<file path="src/sv/api_pkg.sv">
`timescale 1ns / 1ps

package api_pkg;

	localparam int CORDIC_STEPS = 24;

	// 2^32 / (2 pi) as Q0.32
	localparam logic [63:0] TWO_PI_RECIP = 64'd683565276;
	// CORDIC start vector length (inverse gain), Q2.30
	localparam logic signed [33:0] CORDIC_START = 34'sd652032874;

	localparam logic signed [31:0] Q32_MAX = 32'sh7fff_ffff;
	localparam logic signed [31:0] Q32_MIN = 32'sh8000_0000;

	typedef struct packed {
		logic        start;
		logic [63:0] a;
		logic [63:0] b;      // two's complement, sign at bit nbits-1
		logic [6:0]  nbits;
	} mul_req_t;

	// arctangent of 2^-i in binary angle units
	function automatic logic signed [33:0] atan_brad(input logic [4:0] i);
		logic signed [33:0] v;
		unique case (i)
			5'd0:  v = 34'sd536870912;
			5'd1:  v = 34'sd316933406;
			5'd2:  v = 34'sd167458907;
			5'd3:  v = 34'sd85004756;
			5'd4:  v = 34'sd42667331;
			5'd5:  v = 34'sd21354465;
			5'd6:  v = 34'sd10680862;
			5'd7:  v = 34'sd5340245;
			5'd8:  v = 34'sd2670163;
			5'd9:  v = 34'sd1335087;
			5'd10: v = 34'sd667544;
			5'd11: v = 34'sd333772;
			5'd12: v = 34'sd166886;
			5'd13: v = 34'sd83443;
			5'd14: v = 34'sd41722;
			5'd15: v = 34'sd20861;
			5'd16: v = 34'sd10430;
			5'd17: v = 34'sd5215;
			5'd18: v = 34'sd2608;
			5'd19: v = 34'sd1304;
			5'd20: v = 34'sd652;
			5'd21: v = 34'sd326;
			5'd22: v = 34'sd163;
			5'd23: v = 34'sd81;
			5'd24: v = 34'sd41;
			5'd25: v = 34'sd20;
			5'd26: v = 34'sd10;
			5'd27: v = 34'sd5;
			5'd28: v = 34'sd3;
			5'd29: v = 34'sd1;
			5'd30: v = 34'sd1;
			5'd31: v = 34'sd0;
			default: v = 34'sd0;
		endcase
		return v;
	endfunction

endpackage

</file>
<file path="src/sv/api_mul.sv">
`timescale 1ns / 1ps

// Bit-serial signed multiplier, one multiplier bit per cycle, result mod 2^64.
module api_mul (
	input  logic               clk,
	input  logic               arst_n,
	input  api_pkg::mul_req_t  req,
	output logic               done,
	output logic [63:0]        prod
);

	logic [63:0] a_q, b_q, acc_q;
	logic [6:0]  cnt_q, nbits_q;
	logic        busy_q, done_q;
	logic [63:0] addend;
	logic        last;

	assign addend = b_q[0] ? a_q : 64'd0;
	assign last   = (cnt_q == nbits_q - 7'd1);

	always_ff @(posedge clk or negedge arst_n) begin
		if (!arst_n) begin
			busy_q <= 1'b0;
			done_q <= 1'b0;
		end else begin
			done_q <= 1'b0;
			if (req.start) begin
				busy_q <= 1'b1;
			end else if (busy_q && last) begin
				busy_q <= 1'b0;
				done_q <= 1'b1;
			end
		end
	end

	always_ff @(posedge clk) begin
		if (req.start) begin
			a_q     <= req.a;
			b_q     <= req.b;
			nbits_q <= req.nbits;
			acc_q   <= 64'd0;
			cnt_q   <= 7'd0;
		end else if (busy_q) begin
			// sign bit carries negative weight
			acc_q <= last ? acc_q - addend : acc_q + addend;
			a_q   <= {a_q[62:0], 1'b0};
			b_q   <= {1'b0, b_q[63:1]};
			cnt_q <= cnt_q + 7'd1;
		end
	end

	assign done = done_q;
	assign prod = acc_q;

endmodule

</file>
<file path="src/sv/api_cordic.sv">
`timescale 1ns / 1ps

// Rotation-mode CORDIC, one micro-rotation per cycle.
module api_cordic (
	input  logic                clk,
	input  logic                arst_n,
	input  logic                start,
	input  logic [31:0]         angle,
	output logic                done,
	output logic signed [33:0]  cos_o,
	output logic signed [33:0]  sin_o
);

	logic signed [33:0] x_q, y_q, z_q;
	logic [4:0]         i_q;
	logic               flip_q, busy_q, done_q;
	logic               flip;
	logic [31:0]        r, a_plus;
	logic               last;
	logic signed [33:0] xs, ys, at;

	assign a_plus = angle + 32'h4000_0000;
	assign flip   = a_plus[31];
	assign r      = flip ? angle + 32'h8000_0000 : angle;
	assign last   = ({1'b0, i_q} == 6'(api_pkg::CORDIC_STEPS - 1));
	assign xs     = x_q >>> i_q;
	assign ys     = y_q >>> i_q;
	assign at     = api_pkg::atan_brad(i_q);

	always_ff @(posedge clk or negedge arst_n) begin
		if (!arst_n) begin
			busy_q <= 1'b0;
			done_q <= 1'b0;
		end else begin
			done_q <= 1'b0;
			if (start) begin
				busy_q <= 1'b1;
			end else if (busy_q && last) begin
				busy_q <= 1'b0;
				done_q <= 1'b1;
			end
		end
	end

	always_ff @(posedge clk) begin
		if (start) begin
			x_q    <= api_pkg::CORDIC_START;
			y_q    <= 34'sd0;
			z_q    <= {{2{r[31]}}, r};
			i_q    <= 5'd0;
			flip_q <= flip;
		end else if (busy_q) begin
			if (z_q >= 0) begin
				x_q <= x_q - ys;
				y_q <= y_q + xs;
				z_q <= z_q - at;
			end else begin
				x_q <= x_q + ys;
				y_q <= y_q - xs;
				z_q <= z_q + at;
			end
			i_q <= i_q + 5'd1;
		end
	end

	assign done  = done_q;
	assign cos_o = flip_q ? -x_q : x_q;
	assign sin_o = flip_q ? -y_q : y_q;

endmodule

</file>
<file path="src/sv/arc_pose_integrator.sv">
`timescale 1ns / 1ps

// arc_pose_integrator: planar unicycle odometry along the exact arc.
// Input stream (s_*): one request per control tick with speed, yaw rate and
// elapsed time. Output stream (m_*): one result per request with the updated
// pose (x, y, binary-angle heading) and a saturation flag in m_tuser.
// One tick is processed at a time; s_tready is high only while the sequencer
// is idle. Each tick runs through a shared bit-serial multiplier and a shared
// CORDIC: a turning tick takes the yaw*time product, the angle scaling, a
// CORDIC run on the old heading, the radius division, a CORDIC run on the
// new heading and two 35-bit products; a straight tick takes one CORDIC run
// and a speed*time product in place of the division and second CORDIC.
// The result sits in an output register; the next request is accepted while
// it waits. If the receiver stalls, a finished tick holds in the last state
// until the output register frees up, and the pose commits at that moment.
// Reset (arst_n low) clears the pose to origin, heading zero, drops m_tvalid.
module arc_pose_integrator (
	input  logic        clk,
	input  logic        arst_n,
	input  logic        s_tvalid,
	output logic        s_tready,
	input  logic [71:0] s_tdata,   // speed[23:0], yaw_rate[47:24], elapsed[67:48], zero pad
	output logic        m_tvalid,
	input  logic        m_tready,
	output logic [95:0] m_tdata,   // pos_x[31:0], pos_y[63:32], heading[95:64]
	output logic        m_tuser    // overflow
);

	localparam logic [3:0] ST_IDLE = 4'd0;
	localparam logic [3:0] ST_MP   = 4'd1;  // p = yaw_rate * elapsed
	localparam logic [3:0] ST_MK   = 4'd2;  // heading step = p * 2^32/(2 pi)
	localparam logic [3:0] ST_C0   = 4'd3;  // sin/cos of old heading
	localparam logic [3:0] ST_VT   = 4'd4;  // straight distance
	localparam logic [3:0] ST_DIV  = 4'd5;  // arc radius
	localparam logic [3:0] ST_C1   = 4'd6;  // sin/cos of new heading
	localparam logic [3:0] ST_DX   = 4'd7;
	localparam logic [3:0] ST_DY   = 4'd8;
	localparam logic [3:0] ST_OUT  = 4'd9;

	logic [3:0] state_q;
	logic       issued_q;

	// tick operands
	logic signed [23:0] v_q, w_q;
	logic [19:0]        t_q;
	logic               wz_q;

	// pose
	logic signed [31:0] px_q, py_q;
	logic [31:0]        hd_q, h1_q;

	// intermediates
	logic [63:0]        p_q;
	logic signed [33:0] c0_q, s0_q, c1_q, s1_q;
	logic signed [31:0] rad_q;
	logic signed [33:0] dx_q, dy_q;
	logic               sat_q;

	// radius divider
	logic [23:0] rem_q;
	logic [39:0] quo_q;
	logic [5:0]  dcnt_q;
	logic [23:0] wabs;
	logic [39:0] nabs;
	logic [24:0] trial;
	logic        trial_ok;
	logic        qneg;
	logic signed [40:0] qs;

	// shared units
	api_pkg::mul_req_t  mreq;
	logic               mdone;
	logic [63:0]        mprod;
	logic               cstart, cdone;
	logic signed [33:0] ccos, csin;

	logic               mul_state;
	logic signed [34:0] bx, by, bsel;
	logic signed [34:0] sumx, sumy;
	logic signed [31:0] nx, ny;
	logic               ovx, ovy;

	api_mul u_mul (
		.clk    (clk),
		.arst_n (arst_n),
		.req    (mreq),
		.done   (mdone),
		.prod   (mprod)
	);

	api_cordic u_cordic (
		.clk    (clk),
		.arst_n (arst_n),
		.start  (cstart),
		.angle  ((state_q == ST_C1) ? h1_q : hd_q),
		.done   (cdone),
		.cos_o  (ccos),
		.sin_o  (csin)
	);

	assign s_tready = (state_q == ST_IDLE);

	// multiplier operand select
	assign bx   = wz_q ? {c0_q[33], c0_q} : {s1_q[33], s1_q} - {s0_q[33], s0_q};
	assign by   = wz_q ? {s0_q[33], s0_q} : {c0_q[33], c0_q} - {c1_q[33], c1_q};
	assign bsel = (state_q == ST_DX) ? bx : by;
	assign mul_state = (state_q == ST_MP) || (state_q == ST_MK) || (state_q == ST_VT) ||
		(state_q == ST_DX) || (state_q == ST_DY);

	always_comb begin
		mreq       = '0;
		mreq.start = mul_state && !issued_q;
		unique case (state_q)
			ST_MP: begin
				mreq.a     = {{40{w_q[23]}}, w_q};
				mreq.b     = {44'd0, t_q};
				mreq.nbits = 7'd21;
			end
			ST_MK: begin
				mreq.a     = p_q;
				mreq.b     = api_pkg::TWO_PI_RECIP;
				mreq.nbits = 7'd31;
			end
			ST_VT: begin
				mreq.a     = {{40{v_q[23]}}, v_q};
				mreq.b     = {44'd0, t_q};
				mreq.nbits = 7'd21;
			end
			ST_DX, ST_DY: begin
				mreq.a     = {{32{rad_q[31]}}, rad_q};
				mreq.b     = {{29{bsel[34]}}, bsel};
				mreq.nbits = 7'd35;
			end
			default: begin
				mreq.a     = 64'd0;
				mreq.b     = 64'd0;
				mreq.nbits = 7'd0;
			end
		endcase
	end

	assign cstart = ((state_q == ST_C0) || (state_q == ST_C1)) && !issued_q;

	// radius: (speed * 2^16) / yaw_rate, truncated, on magnitudes
	assign wabs     = w_q[23] ? 24'(-w_q) : 24'(w_q);
	assign nabs     = v_q[23] ? 40'(-{v_q, 16'd0}) : {v_q, 16'd0};
	assign trial    = {rem_q, quo_q[39]} - {1'b0, wabs};
	assign trial_ok = !trial[24];
	assign qneg     = v_q[23] ^ w_q[23];
	assign qs       = qneg ? -$signed({1'b0, quo_q}) : $signed({1'b0, quo_q});

	// position update with saturation
	assign sumx = {{3{px_q[31]}}, px_q} + {dx_q[33], dx_q};
	assign sumy = {{3{py_q[31]}}, py_q} + {dy_q[33], dy_q};
	assign ovx  = (sumx > 35'(api_pkg::Q32_MAX)) || (sumx < 35'(api_pkg::Q32_MIN));
	assign ovy  = (sumy > 35'(api_pkg::Q32_MAX)) || (sumy < 35'(api_pkg::Q32_MIN));
	assign nx   = ovx ? (sumx[34] ? api_pkg::Q32_MIN : api_pkg::Q32_MAX) : sumx[31:0];
	assign ny   = ovy ? (sumy[34] ? api_pkg::Q32_MIN : api_pkg::Q32_MAX) : sumy[31:0];

	always_ff @(posedge clk or negedge arst_n) begin
		if (!arst_n) begin
			state_q  <= ST_IDLE;
			issued_q <= 1'b0;
			m_tvalid <= 1'b0;
			px_q     <= 32'sd0;
			py_q     <= 32'sd0;
			hd_q     <= 32'd0;
		end else begin
			// the output state sets m_tvalid itself
			if (m_tvalid && m_tready && (state_q != ST_OUT))
				m_tvalid <= 1'b0;
			unique case (state_q)
				ST_IDLE: begin
					if (s_tvalid) begin
						state_q <= ST_MP;
					end
				end
				ST_MP, ST_MK, ST_VT, ST_DX, ST_DY, ST_C0, ST_C1: begin
					if (!issued_q) begin
						issued_q <= 1'b1;
					end else if (mdone || cdone) begin
						issued_q <= 1'b0;
						unique case (state_q)
							ST_MP:   state_q <= ST_MK;
							ST_MK:   state_q <= ST_C0;
							ST_C0:   state_q <= wz_q ? ST_VT : ST_DIV;
							ST_VT:   state_q <= ST_DX;
							ST_C1:   state_q <= ST_DX;
							ST_DX:   state_q <= ST_DY;
							default: state_q <= ST_OUT;
						endcase
					end
				end
				ST_DIV: begin
					if (!issued_q) begin
						issued_q <= 1'b1;
					end else if (dcnt_q == 6'd40) begin
						issued_q <= 1'b0;
						state_q  <= ST_C1;
					end
				end
				ST_OUT: begin
					if (!m_tvalid || m_tready) begin
						m_tvalid <= 1'b1;
						px_q     <= nx;
						py_q     <= ny;
						hd_q     <= h1_q;
						state_q  <= ST_IDLE;
					end
				end
				default: state_q <= ST_IDLE;
			endcase
		end
	end

	// datapath registers
	always_ff @(posedge clk) begin
		unique case (state_q)
			ST_IDLE: begin
				if (s_tvalid) begin
					v_q   <= s_tdata[23:0];
					w_q   <= s_tdata[47:24];
					t_q   <= s_tdata[67:48];
					wz_q  <= (s_tdata[47:24] == 24'd0);
					sat_q <= 1'b0;
				end
			end
			ST_MP: if (issued_q && mdone) p_q <= mprod;
			ST_MK: if (issued_q && mdone) h1_q <= hd_q + mprod[63:32];
			ST_C0: begin
				if (issued_q && cdone) begin
					c0_q <= ccos;
					s0_q <= csin;
				end
			end
			ST_C1: begin
				if (issued_q && cdone) begin
					c1_q <= ccos;
					s1_q <= csin;
				end
			end
			ST_VT: begin
				// floor(speed*elapsed / 2^16)
				if (issued_q && mdone) rad_q <= {{4{mprod[43]}}, mprod[43:16]};
			end
			ST_DIV: begin
				if (!issued_q) begin
					rem_q  <= 24'd0;
					quo_q  <= nabs;
					dcnt_q <= 6'd0;
				end else if (dcnt_q != 6'd40) begin
					rem_q  <= trial_ok ? trial[23:0] : {rem_q[22:0], quo_q[39]};
					quo_q  <= {quo_q[38:0], trial_ok};
					dcnt_q <= dcnt_q + 6'd1;
				end else begin
					if (qs > 41'(api_pkg::Q32_MAX)) begin
						rad_q <= api_pkg::Q32_MAX;
						sat_q <= 1'b1;
					end else if (qs < 41'(api_pkg::Q32_MIN)) begin
						rad_q <= api_pkg::Q32_MIN;
						sat_q <= 1'b1;
					end else begin
						rad_q <= qs[31:0];
					end
				end
			end
			ST_DX: if (issued_q && mdone) dx_q <= mprod[63:30];
			ST_DY: if (issued_q && mdone) dy_q <= mprod[63:30];
			ST_OUT: begin
				if (!m_tvalid || m_tready) begin
					m_tdata <= {h1_q, ny, nx};
					m_tuser <= sat_q | ovx | ovy;
				end
			end
			default: begin
			end
		endcase
	end

endmodule

</file>
<file path="config.mk">
export PLATFORM = sky130hd
export DESIGN_NAME = arc_pose_integrator
export DESIGN_NICKNAME = d
export VERILOG_FILES = /design/src/sv/api_pkg.sv /design/src/sv/api_mul.sv /design/src/sv/api_cordic.sv /design/src/sv/arc_pose_integrator.sv
export SDC_FILE = /design/constraint.sdc
export NUM_CORES = 2
export LEC_CHECK = 0
export BUFFER_PORTS_ARGS = -buffer_cell sky130_fd_sc_hd__buf_2
export CAP_MARGIN = 20
export CELL_PAD_IN_SITES_DETAIL_PLACEMENT = 2
export CELL_PAD_IN_SITES_GLOBAL_PLACEMENT = 2
export CORE_UTILIZATION = 42
export CTS_CLUSTER_SIZE = 14
export DETAILED_ROUTE_END_ITERATION = 8
export GPL_ROUTABILITY_DRIVEN = 0
export HOLD_SLACK_MARGIN = 0.1
export PLACE_DENSITY_LB_ADDON = 0.1
export SLEW_MARGIN = 20
export SYNTH_ARGS = -nofsm -noshare
export SYNTH_HDL_FRONTEND = slang
export SYNTH_SLANG_ARGS = --single-unit
export TNS_END_PERCENT = 20
</file>
<file path="constraint.sdc">
create_clock -name clk -period 10.4 [get_ports clk]
set_clock_uncertainty 0.05 [all_clocks]
set_input_delay 0.52 -clock clk [delete_from_list [all_inputs] [get_ports clk]]
set_output_delay 0.52 -clock clk [all_outputs]
set_load 0.02 [all_outputs]
</file>
After elaboration in Yosys (flattened, before gate mapping):

Memory sizes are Yosys's and may differ from the RTL's. A register that Yosys moved wholly into a read port is not among the register bits.
Index checks and enable logic that the tools add are counted.

* reduce and logical (&&, ||, !) cells: 44
* multiplexer cells: 70
* equality and inequality tests: 24
* shifts and indexed selects: 2
* $lt $le $gt $ge: 7
* bitwise operators: 3
* $add $sub $neg: 25

Operators with widths (number)
* case mux 135 bit (4 select lines): 1
* 2-to-1 mux 64 bit: 6
* 2-to-1 mux 32 bit: 11
* 2-to-1 mux 34 bit: 7
* 2-to-1 mux 40 bit: 3
* 2-to-1 mux 35 bit: 3
* adder 34 bit: 3
* subtractor 34 bit: 3
* 2-to-1 mux 24 bit: 3
* adder 32 x 34 -> 35 bit: 2
* greater-than comparator 35 x 32 -> 1 bit, second input constant: 2
* less-than comparator 35 x 32 -> 1 bit, second input constant: 2
* subtractor 34 x 34 -> 35 bit: 2
* negator 34 bit: 2
* >>> shifter 34 x 5 -> 34 bit: 2
* adder 64 bit: 1
* case mux 32 bit (2 select lines): 1
* subtractor 64 bit: 1
* greater-than comparator 41 x 32 -> 1 bit, second input constant: 1
* less-than comparator 41 x 32 -> 1 bit, second input constant: 1
* 2-to-1 mux 41 bit: 1
* negator 40 -> 41 bit: 1
* negator 40 bit: 1
* greater-or-equal comparator 34 x 1 -> 1 bit, second input constant: 1
* 42 further kinds: 114

* word-level logic and storage cells: 215
* output and inout port bits: 99
* register bits after elaboration: 989
* bits in read-only memories: 960
* bits of input ports: 76
* memories kept: 1

Memories
* (no name shown): words 32, bits a word 30, rd ports 1, clocked after memory_dff 1, write ports 0, line api_pkg.sv:25 `unique case (i)`

Longest topological paths before layout:

* word-level depth: 8
* depth in mapped cells: 32
* mapped depth without buffers: 26

Hierarchy:

From an unflattened synthesis, not the netlist that was laid out.

* cells, all modules: 7057
* area total of the unflattened synthesis: 69763.2 µm²

Modules (own cells, without submodules)
* arc_pose_integrator: area each 37220.7 µm², instances 1, sequential area each 19638.8 µm², cells each 3322
* api_cordic: area each 18726.7 µm², instances 1, sequential area each 3163.0 µm², cells each 2286
* api_mul: area each 13815.8 µm², instances 1, sequential area each 5525.3 µm², cells each 1449

Worst setup path after synthesis:

No wires, ideal clock.

* path type: register -> register
* start point: register issued_q
* end point: register c0_q[0], enable pin
* library setup time: 0.662 ns
* stages on the path, launching flop included: 5
* buffers on the path: 2
* arrival: 7.408 ns
* period minus slack after synthesis: 8.120 ns
* setup slack: 2.280 ns
* data required time: 9.688 ns
* cells stage by stage: dfrtp_1 > clkbuf_1 > clkbuf_1 > nand2_1 > nor4_1

* cells in the longest elaborated chain, start to end: 2

RTL lines
* from (decl): line arc_pose_integrator.sv:41 `logic issued_q;`
* from (signal assigned): line arc_pose_integrator.sv:163 `issued_q <= 1'b0;`
* from (signal assigned): line arc_pose_integrator.sv:180 `issued_q <= 1'b1;`
* from (signal assigned): line arc_pose_integrator.sv:182 `issued_q <= 1'b0;`
* logical AND 1 bit: line arc_pose_integrator.sv:231 `if (issued_q && cdone) begin`
* AND reduction 2 bit (no line)
* to (signal assigned): line arc_pose_integrator.sv:232 `c0_q <= ccos;`
* to (decl): line arc_pose_integrator.sv:54 `logic signed [33:0] c0_q, s0_q, c1_q, s1_q;`

No other way between the ends.
A chain may end at the register's enable or synchronous reset.

Worst setup path after layout:

* start point: register u_cordic.i_q[0]
* end point: register u_cordic.y_q[32]

* cells in the longest elaborated chain, start to end: 3
* elaborated cells between the ends (all ways): 4
* classes of those cells: add/sub (2); shift (1); mux (1)

RTL lines
* from (decl): line api_cordic.sv:15 `logic [4:0] i_q;`
* from (signal assigned): line api_cordic.sv:62 `i_q <= i_q + 5'd1;`
* >>> shifter 34 x 5 -> 34 bit *: line api_cordic.sv:26 `assign xs = x_q >>> i_q;`
* subtractor 34 bit or adder 34 bit (tied branches): line api_cordic.sv:59, api_cordic.sv:55
* 2-to-1 mux 34 bit *: line api_cordic.sv:53 `if (z_q >= 0) begin`
* to (signal assigned): line api_cordic.sv:55 `y_q <= y_q + xs;`
* to (signal assigned): line api_cordic.sv:59 `y_q <= y_q - xs;`
* to (decl): line api_cordic.sv:14 `logic signed [33:0] x_q, y_q, z_q;`

Every way passes the cells marked *; elsewhere a longest branch is shown, timed or not.

==> results.toml <==
[run_status]
run_status = "complete, no violations"

[route]
drtAntennaViolNets = 0
finalWirelength_um = 266000
routedWlPerCell_um = 27.9
wl_met2_um = 131000
drt-initial-drc-count = 4079
drc = 0
dr_total_vias = 59493
met1_length_um = 111000
number_of_optimization_iterations_in_the_first_detailed_route_pass = 7
top_layer = "met5"
routed_via_density = 6.24
met3RoutedLength_um = 12700

[floorplan]
initial_core_util_pct = 42.4
vertical_die_dimension_um = 405
die_width_um = 405
floorplan.io_pins = 175
floorplan.rows = 147
die_area_mm2 = 0.164
core-area_mm2 = 0.161

[grt]
first_pass_grt_wire_length_um = 404000
grt_start_max_net_pins = 88
globalRouteTotalUtil_pct = 31.9
overflow = 0
vias_in_the_first_global_route = 64282
antenna_found_initial = 13

[job]
max_cap_violations = 0

[placement]
place.detailed.hpwl_um = 184000
place.port_buffers = 170
dpl_ws_ns = 2.34

[cts]
clk_buf_depth = 3
root_buffer = "sky130_fd_sc_hd__clkbuf_16"
h-tree-depth = 4
worst_setup_hold_path_clk_slew_ns = 0.06
postCtsSetupBuffers = 0
worstSkewPairLatency_ns = 0.79
cts_sinks = 1017
cts_tree = "done"
cts-buffers-inserted = 130

[cells_and_area]
growth_of_design_area_from_synthesis_to_finish_pct = 11.8
final_layout_size_suffix_gt1_share_pct = 9.90
nNetsFinal = 7724
layout.filler_cells = 16920

[timing]
rsz0062_at_grt = "no"
min_period_over_period_pct = 77.9
hold_violations = 0
setup_viol = 0
slew-limit-headroom_pct = 21.6
totalNegativeSetupSlack_ns = 0
tightestPinTransition_ns = 1.16
period_needed_ns = 8.11
fin_ws_ns = 2.29
max_clock_freq_mhz = 123
slew_limit_fails = 0

[yosys]
edff_count_synth = 737
mappedNetlistArea_mm2 = 0.0683
post_synth_main_area_contributors = "sky130_fd_sc_hd__edfxtp_1 32%, sky130_fd_sc_hd__ha_1 6.9%, sky130_fd_sc_hd__dfxtp_1 5.1%"
yosys_warning_count = 0
most_used_flip_flop_cell_after_synthesis = "sky130_fd_sc_hd__edfxtp_1"
synth_seq_cells = 1017
yosys.area.top_type = "sky130_fd_sc_hd__edfxtp_1"
postSynthNetCount = 7637
ys_types = 98
asyncSetResetFlopFracSynth_pct = 10.4
post_synth_inst_count = 7176
post-synth-top-area-fraction_pct = 32.4
ys_seq_area_share_pct = 41.4
synth.avg_cell_area_um2 = 9.52

[worst_hold_path]
min-delay-path-class = "in -> reg"

[worst_setup_path]
worst_setup_path_start_kind = "flip-flop"
worstPathMaxFanout = 44
worst-endpoint-arrival_ns = 8.66
critical_path_class = "reg -> reg"
worst-endpoint-required_ns = 10.95
timing.critical_path.to_type = "flip-flop"
critical path, stage by stage, from the launching register on:
cell	delay, ns
sky130_fd_sc_hd__dfxtp_4	0.81
sky130_fd_sc_hd__buf_4	0.49
sky130_fd_sc_hd__inv_2	0.42
sky130_fd_sc_hd__mux2_2	0.45
sky130_fd_sc_hd__o21ai_0	0.50
sky130_fd_sc_hd__nor2_1	0.13
sky130_fd_sc_hd__nor2_1	0.19
sky130_fd_sc_hd__ha_1	0.20
sky130_fd_sc_hd__o221ai_1	0.15
sky130_fd_sc_hd__a2111oi_1	0.94
sky130_fd_sc_hd__inv_1	0.16
sky130_fd_sc_hd__o21ai_0	0.31
sky130_fd_sc_hd__xnor2_1	0.17
sky130_fd_sc_hd__ha_1	0.32
sky130_fd_sc_hd__a21o_1	0.18
sky130_fd_sc_hd__a21oi_1	0.16
sky130_fd_sc_hd__o21ai_0	0.25
sky130_fd_sc_hd__a311oi_1	0.82
sky130_fd_sc_hd__o31ai_1	0.19
sky130_fd_sc_hd__a21oi_1	0.37
sky130_fd_sc_hd__o21ai_0	0.13
sky130_fd_sc_hd__a31oi_1	0.22
sky130_fd_sc_hd__xor2_1	0.16
sky130_fd_sc_hd__o21ai_0	0.11
sequential cells by signal (all words and copies together) (netlist names), 40 cells and up:
| name | flops |
|---|---|
| m_tdata | 96 |
| p_q | 64 |
| quo_q | 40 |
| u_mul.a_q | 64 |
| u_mul.b_q | 64 |
| u_mul.prod | 64 |
what timing repair did:
item                                   CTS  global route
hold buffers                            69             0
endpoints found under the hold margin  123             0
setup endpoints to repair                0             0
resized for setup                        0             0
final timing paths:
check | from | endpoint | slack [ns] | depth (start not counted)
max in group asynchronous | arst_n | u_mul.busy_q | 8.54 | 3
setup / recovery | u_cordic.i_q[0] | u_cordic.y_q[32] | 2.29 | 23
setup reg to reg | u_cordic.i_q[0] | u_cordic.y_q[32] | 2.29 | 23
hold / removal | m_tready | m_tvalid | 0.20 | 3
hold reg to reg | u_mul.prod[10] | p_q[10] | 0.42 | 0
min in group asynchronous | arst_n | py_q[9] | 0.28 | 2
kinds of logic after synthesis:
kind of cell	after synthesis	synth area share, %
multiplexers	336	6.59
XOR/XNOR	608	7.80
buffers and inverters	618	3.59
adder cells (fa/ha/maj)	385	7.16
AND/OR/NAND/NOR	2167	14.4
flip-flops	1017	41.4
AO/OA/AOI/OAI	2045	19.0
final cells by class:
| cell class | count | area [µm²] | area share, % |
|---|---|---|---|
| Sequential cell | 1017 | 28300 | 37.0 |
| Clock buffer | 186 | 3670 | 4.80 |
| Timing Repair Buffer | 348 | 2380 | 3.11 |
| Antenna cell | 2 | 5.00 | 0.00655 |
| Multi-Input combinational cell | 5541 | 37800 | 49.5 |
| Tap cell | 2160 | 2700 | 3.54 |
| Clock inverter | 55 | 692 | 0.906 |
| Inverter | 225 | 856 | 1.12 |
routing by layer:
| metal | global-route usage, % | vias to the layer above |
|---|---|---|
| met1 | 40.5 | 30644 |
| met5 | 0 | - |
| li1 | - | 26568 |
| met4 | 12.6 | 2 |
| met2 | 54.8 | 1727 |
| met3 | 3.90 | 552 |
stage by stage:
stage	hold WS [ns]	cell area, µm²	cells	util, %
after floorplan	0.174	68300	7176	-
after global placement	0.401	71300	9222	44.3
after detailed placement	0.404	71300	9222	44.3
after CTS	0.119	76300	9532	47.4
after global routing	0.179	76400	9532	47.4
final	0.198	76400	9534	47.5
Yosys cell counts, drive strengths merged, types with 85 or more instances:
library cell  number
nor3             111
clkbuf           308
ha               375
buf               85
a31oi            106
inv              223
xnor2            349
mux2i            184
o21ai            548
nand3            106
dfxtp            174
nor2             594
nand2b            92
a21oi            518
xor2             259
dfrtp            106
edfxtp           737
nand2            845
a21o             208
cell usage in the layout, fill, tap and decap left out, drive strengths merged, types with 45 or more instances in the layout:
| cell | count |
|---|---|
| buf | 279 |
| mux4 | 84 |
| and2 | 52 |
| edfxtp | 737 |
| xnor2 | 349 |
| clkbuf | 186 |
| ha | 375 |
| mux2 | 68 |
| or4 | 45 |
| nand3 | 106 |
| o31ai | 81 |
| o21a | 60 |
| o21bai | 53 |
| a31oi | 106 |
| dlygate4sd3 | 69 |
| nand2 | 845 |
| nor3 | 111 |
| xor2 | 259 |
| mux2i | 184 |
| dfxtp | 174 |
| nand2b | 92 |
| a21oi | 518 |
| o211ai | 57 |
| a211oi | 55 |
| inv | 231 |
| dfrtp | 106 |
| nor2 | 594 |
| a21o | 208 |
| or3 | 59 |
| o21ai | 548 |
| nor2b | 82 |
Power is left out: the tool's default activity adds up to more than one toggle a clock period on the data nets, which glitch-free logic cannot reach.
